`config.mk`:
```
export PLATFORM = sky130hd
export DESIGN_NAME = qvr_div_lane
export DESIGN_NICKNAME = d
export VERILOG_FILES = /design/src/hdl/quaternion_vector_rotate_macros.svh /design/src/hdl/qvr_pkg.sv /design/src/hdl/qvr_div_lane.sv
export SDC_FILE = /design/constraint.sdc
export NUM_CORES = 2
export LEC_CHECK = 0
export BUFFER_PORTS_ARGS = -buffer_cell sky130_fd_sc_hd__buf_2
export CORE_MARGIN = 2
export CORE_UTILIZATION = 35
export DETAILED_ROUTE_END_ITERATION = 10
export SYNTH_ARGS = -nofsm -noshare
export SYNTH_HDL_FRONTEND = slang
export SYNTH_MEMORY_MAX_BITS = 65536
export SYNTH_SLANG_ARGS = --single-unit
```
`constraint.sdc`:
```
create_clock -name clock -period 5.6 [get_ports clock]
set_input_delay 1.12 -clock clock [delete_from_list [all_inputs] [get_ports clock]]
set_output_delay 1.12 -clock clock [all_outputs]
set_load 0.02 [all_outputs]
```
`src/hdl/quaternion_vector_rotate_macros.svh`:
```
// assertion helpers used by the top rtl file
`ifndef QUATERNION_VECTOR_ROTATE_MACROS_SVH
`define QUATERNION_VECTOR_ROTATE_MACROS_SVH

// same-cycle implication
`define QVR_ASSERT_NOW(lbl, clk, rst, ante, cons, msg) \
   lbl: assert property (@(posedge clk) disable iff (rst) (ante) |-> (cons)) else $error(msg);

// next-cycle implication
`define QVR_ASSERT_NEXT(lbl, clk, rst, ante, cons, msg) \
   lbl: assert property (@(posedge clk) disable iff (rst) (ante) |=> (cons)) else $error(msg);

`endif

```
`src/hdl/qvr_pkg.sv`:
```
`timescale 1ns / 1ps
package qvr_pkg;
   localparam int QUAT_WIDTH = 16;
   localparam int VEC_WIDTH  = 32;
   localparam int COEF_FRAC  = 30;
   // square / cross product of two quaternion parts
   localparam int PROD_W     = 2 * QUAT_WIDTH;
   // squared norm, unsigned
   localparam int NORM_W     = PROD_W + 1;
   // matrix entry, signed, |m| <= norm
   localparam int MAT_W      = PROD_W + 2;
   localparam int QUO_W      = COEF_FRAC + 1;
   localparam int DIVD_W     = NORM_W + COEF_FRAC;
   localparam int REM_W      = NORM_W + 1;
   localparam int COEF_W     = QUO_W + 1;
   localparam int MUL_W      = COEF_W + VEC_WIDTH;
   localparam int ACC_W      = MUL_W + 2;
   localparam int DIV_STAGES = QUO_W;
   localparam int LANES      = 9;
endpackage

```
`src/hdl/qvr_div_lane.sv`:
```
`timescale 1ns / 1ps
// pipelined m * 2^frac / n, ties away from zero, one quotient bit per stage
module qvr_div_lane (
   input  logic                               clock,
   input  logic                               en,
   input  logic signed [qvr_pkg::MAT_W-1:0]   mat_i,
   input  logic        [qvr_pkg::NORM_W-1:0]  norm_i,
   output logic signed [qvr_pkg::COEF_W-1:0]  coef_o
);
   import qvr_pkg::*;

   logic                neg_ff [0:DIV_STAGES];
   logic [NORM_W-1:0]   den_ff [0:DIV_STAGES];
   logic [REM_W-1:0]    rem_ff [0:DIV_STAGES];
   logic [QUO_W-1:0]    quo_ff [0:DIV_STAGES];
   logic [QUO_W-1:0]    low_ff [0:DIV_STAGES];

   logic                neg_in;
   logic [MAT_W-1:0]    mag_full;
   logic [DIVD_W-1:0]   divd_in;

   always_comb begin
      neg_in   = mat_i[MAT_W-1];
      mag_full = neg_in ? MAT_W'(-mat_i) : MAT_W'(mat_i);
      divd_in  = {mag_full[NORM_W-1:0], {COEF_FRAC{1'b0}}}
               + DIVD_W'(norm_i >> 1);
   end

   // prep stage
   always_ff @(posedge clock) begin
      if (en) begin
         neg_ff[0] <= neg_in;
         den_ff[0] <= norm_i;
         rem_ff[0] <= REM_W'(divd_in[DIVD_W-1:QUO_W]);
         low_ff[0] <= divd_in[QUO_W-1:0];
         quo_ff[0] <= '0;
      end
   end

   for (genvar s = 1; s <= DIV_STAGES; s++) begin : g_stage
      logic [REM_W-1:0] trial;
      logic             fits;
      always_comb begin
         trial = {rem_ff[s-1][REM_W-2:0], low_ff[s-1][QUO_W-1]};
         fits  = trial >= REM_W'(den_ff[s-1]);
      end
      always_ff @(posedge clock) begin
         if (en) begin
            neg_ff[s] <= neg_ff[s-1];
            den_ff[s] <= den_ff[s-1];
            rem_ff[s] <= fits ? trial - REM_W'(den_ff[s-1]) : trial;
            quo_ff[s] <= {quo_ff[s-1][QUO_W-2:0], fits};
            low_ff[s] <= {low_ff[s-1][QUO_W-2:0], 1'b0};
         end
      end
   end

   assign coef_o = neg_ff[DIV_STAGES] ? -$signed({1'b0, quo_ff[DIV_STAGES]})
                                      : $signed({1'b0, quo_ff[DIV_STAGES]});
endmodule

```
==> impl_metrics.csv <==
group,metric,value,unit
power,max-vdd-ir-drop,0.3111,mV
sta,finalHoldViolCount,0,
sta,skew,0.06317,ns
global_route,grt_start_max_net_pins,139,
critical_path,critPathTopFamily,"simple AND/OR/NAND/NOR gates",
sta,setup_viol,0,
final_layout,layout_common_cells,"2574 x edfxtp_1, 1331 x inv_1, 1044 x a21oi_1",
critical_path,r2r-end,"rem_ff[30][18]",
placement,port_buffers,100,
critical_path,startpoint_type,"register",
critical_path,slowest_delay,0.59,ns
floorplan,io_pins,101,
sta,rsz0062_at_grt,"false",
synth,synth_nets,14042,
final_layout,area_growth,11.63,%
synth,ys_async_sr_fraction,0,
final_layout,final_common_cell,"edfxtp_1",
synth,synth-xor-area-share,0.05639,
clock_network,root_buffer,"clkbuf_16",
critical_path,crit_buf_inv,1,
synth,synth-seq-cells,2574,
routing,vias_per_cell,5.090,
worst_hold_path,hold_path.class,"in -> reg",
routing,vias,95675,
synth,synth_fa_ha_area_frac,0.09275,
placement,gp_congestion,0.9192,
routing,drt_iter0_drc,6930,
critical_path,cp_max_fo,4,
synth,synth-compound-area-share,0.1470,
clock_network,clk_latency,0.91,ns
critical_path,reg2reg_from,"den_ff[7][35]",
power,p_leak,64.66,nW
final_layout,fin_nets,14211,
global_route,overflow,0,
synth,syn-cell-area,145200,um2
run,maxCapViolCount,0,
floorplan,die_h,648.2,um
sta,finalCritPeriodShare,0.9462,
routing,wl_per_cell,17.79,um
routing,firstDrtPassIters,7,
sta,relSlewSlack,0.2319,
critical_path,cp.required,4.48,ns
critical_path,crit_chain,"or4_1 -> nor4b_2 -> nand2_1 -> or4_1 -> or3_1 -> or3_1 -> o31ai_1 -> xnor2_1 -> buf_2",
routing,ant_nets,0,
sta,timing.fmax,188.7,MHz
synth,ys_warn_count,0,
sta,slew_violations,0,
placement,pre_cts_slack,0.7388,ns
global_route,antenna_found_initial,3,
power,power_density,581.2,nW/um2
global_route,grt_util_all_layers,0.1547,
outcome,status,"finished clean",
final_layout,final_layout_size_suffix_gt1_frac,0.08447,
synth,synth-main-ff-cell,"edfxtp_1",
critical_path,path_class,"reg -> out",
final_layout,fin_util,0.3924,
floorplan,core-area,413100,um2
synth,yosysSeqAreaShare,0.5322,
floorplan,die_width,648.2,um
clock_network,cts_buffers,287,
sta,worstMarginPinSlew,1.142,ns
clock_network,cts.sinks,2574,
placement,place_hpwl,252700,um
synth,yosys.area_share.simple,0.09057,
worst_hold_path,min_to,"den_ff[0][28]",
clock_network,cts_tree,"built",
sta,period_minus_slack,5.299,ns
critical_path,rr_worst_depth,14,
worst_hold_path,hp-start,"norm_i[28]",
sta,setup_slack,0.3012,ns
floorplan,num_rows,236,
synth,synthMuxAreaShare,0.03793,
synth,synth_area_per_cell,11.24,um2
final_layout,fillers,39404,
synth,syn_inst,12915,
critical_path,crit_arrival,4.18,ns
critical_path,crit_slowest_cell,"or4_1",
clock_network,path_clk_slew,0.07,ns
critical_path,end_kind,"output port",
floorplan,dieArea,420100,um2
global_route,grt_pass1_wl,519100,um
worst_hold_path,whs_path_depth,1,
global_route,grt_pass1_vias,93486,
synth,synth_edf_count,2574,
synth,synth_top_family_by_area,"compound AO/OA/AOI/OAI gates",
routing,drc,0,
critical_path,r2r_setup_slack,0.76,ns
clock_network,cts_max_level,5,
floorplan,initial_core_util,0.3516,
routing,wirelength,334400,um
sta,setup_tns,0,ns
synth,synth.distinct_cells,97,
clock_network,cts_max_path_buffers,4,
## worst max-delay path by stage
stage | start | to | slack (ns) | cells past startpoint
after floorplan | mat_i[33] | rem_ff[0][30] | 1.22 | 13
after global placement | den_ff[7][35] | rem_ff[30][3] | 0.69 | 14
after detailed placement | den_ff[7][35] | rem_ff[30][4] | 0.74 | 14
after CTS | quo_ff[7][103] | coef_o[29] | 0.12 | 9
after global routing | quo_ff[7][103] | coef_o[30] | 0.01 | 9
final | quo_ff[7][103] | coef_o[29] | 0.30 | 9
## metrics by stage
stage                     cell area (um2)  hold WS (ns)  std cells  power [mW]
after CTS                          162100        0.3095      18793       94.69
after detailed placement           152500        0.4045      18269       74.98
final                              162100        0.3967      18795       94.21
after global placement             152500        0.4003      18269       74.72
after floorplan                    145200        0.4003      12915       63.90
after global routing               162100        0.3434      18794       100.9
## flip-flops by register name (all words and copies together) (netlist names)
name and count:
den_ff 1023, rem_ff 1022, quo_ff 496, neg_ff 32
low_ff 1
## kinds of logic (layout without fill, tap and decap cells)
| kind of cell | Yosys count | after routing |
|---|---|---|
| adders and majority gates | 1058 | 1058 |
| muxes | 483 | 483 |
| xor gates and xnor gates | 935 | 935 |
| and+or+nand+nor | 2771 | 2771 |
| buffers and inverters | 1653 | 2057 |
| other | 0 | 2 |
| DFF | 2574 | 2574 |
| AOI/OAI and AO/OA | 3441 | 3441 |
## cells in the mapped netlist (all sizes together) (191+ instances only)
master	n	area, um2
a21o	508	3814
a21oi	1048	5256
clkbuf	281	1055
edfxtp	2574	77290
ha	1027	12850
inv	1334	5007
mux2	455	5229
nand2	975	3660
nor2	655	2459
o21ai	913	4569
o21bai	191	1434
xnor2	590	5167
xor2	345	3022
## per-layer routing
layer  global-route usage  vias to the layer above  wire length, um
met5                    0                        -                0
met4              0.06103                        0            13360
met3              0.01841                      637            11780
met2               0.2814                     1940           168400
met1               0.1847                    45406           140900
li1                     -                    47692                -
## where the power goes
group,switching [mW],internal [mW]
Clock,7.86,11.3
Sequential,3.28,28.7
Combinational,24.2,18.9
Total,35.3,58.9
## cell type report
type                            count  area [um2]  area share
Clock inverter                    184        2046     0.01262
Sequential cell                  2574       77290      0.4768
Antenna cell                        2       5.005  0.00003087
Inverter                         1334        5007     0.03089
Multi-Input combinational cell   8688       61820      0.3813
Timing Repair Buffer              199        1584    0.009771
Clock buffer                      340        7508     0.04632
Tap cell                         5474        6849     0.04225
## timing repair
| item | 4_1_cts | 5_1_grt |
|---|---|---|
| setup buffers | 0 | 0 |
| gates resized for setup | 0 | 1 |
| hold buffers | 0 | 0 |
| setup endpoints to repair | 0 | 3 |
Note: power is estimated with default switching activity, not from simulation.
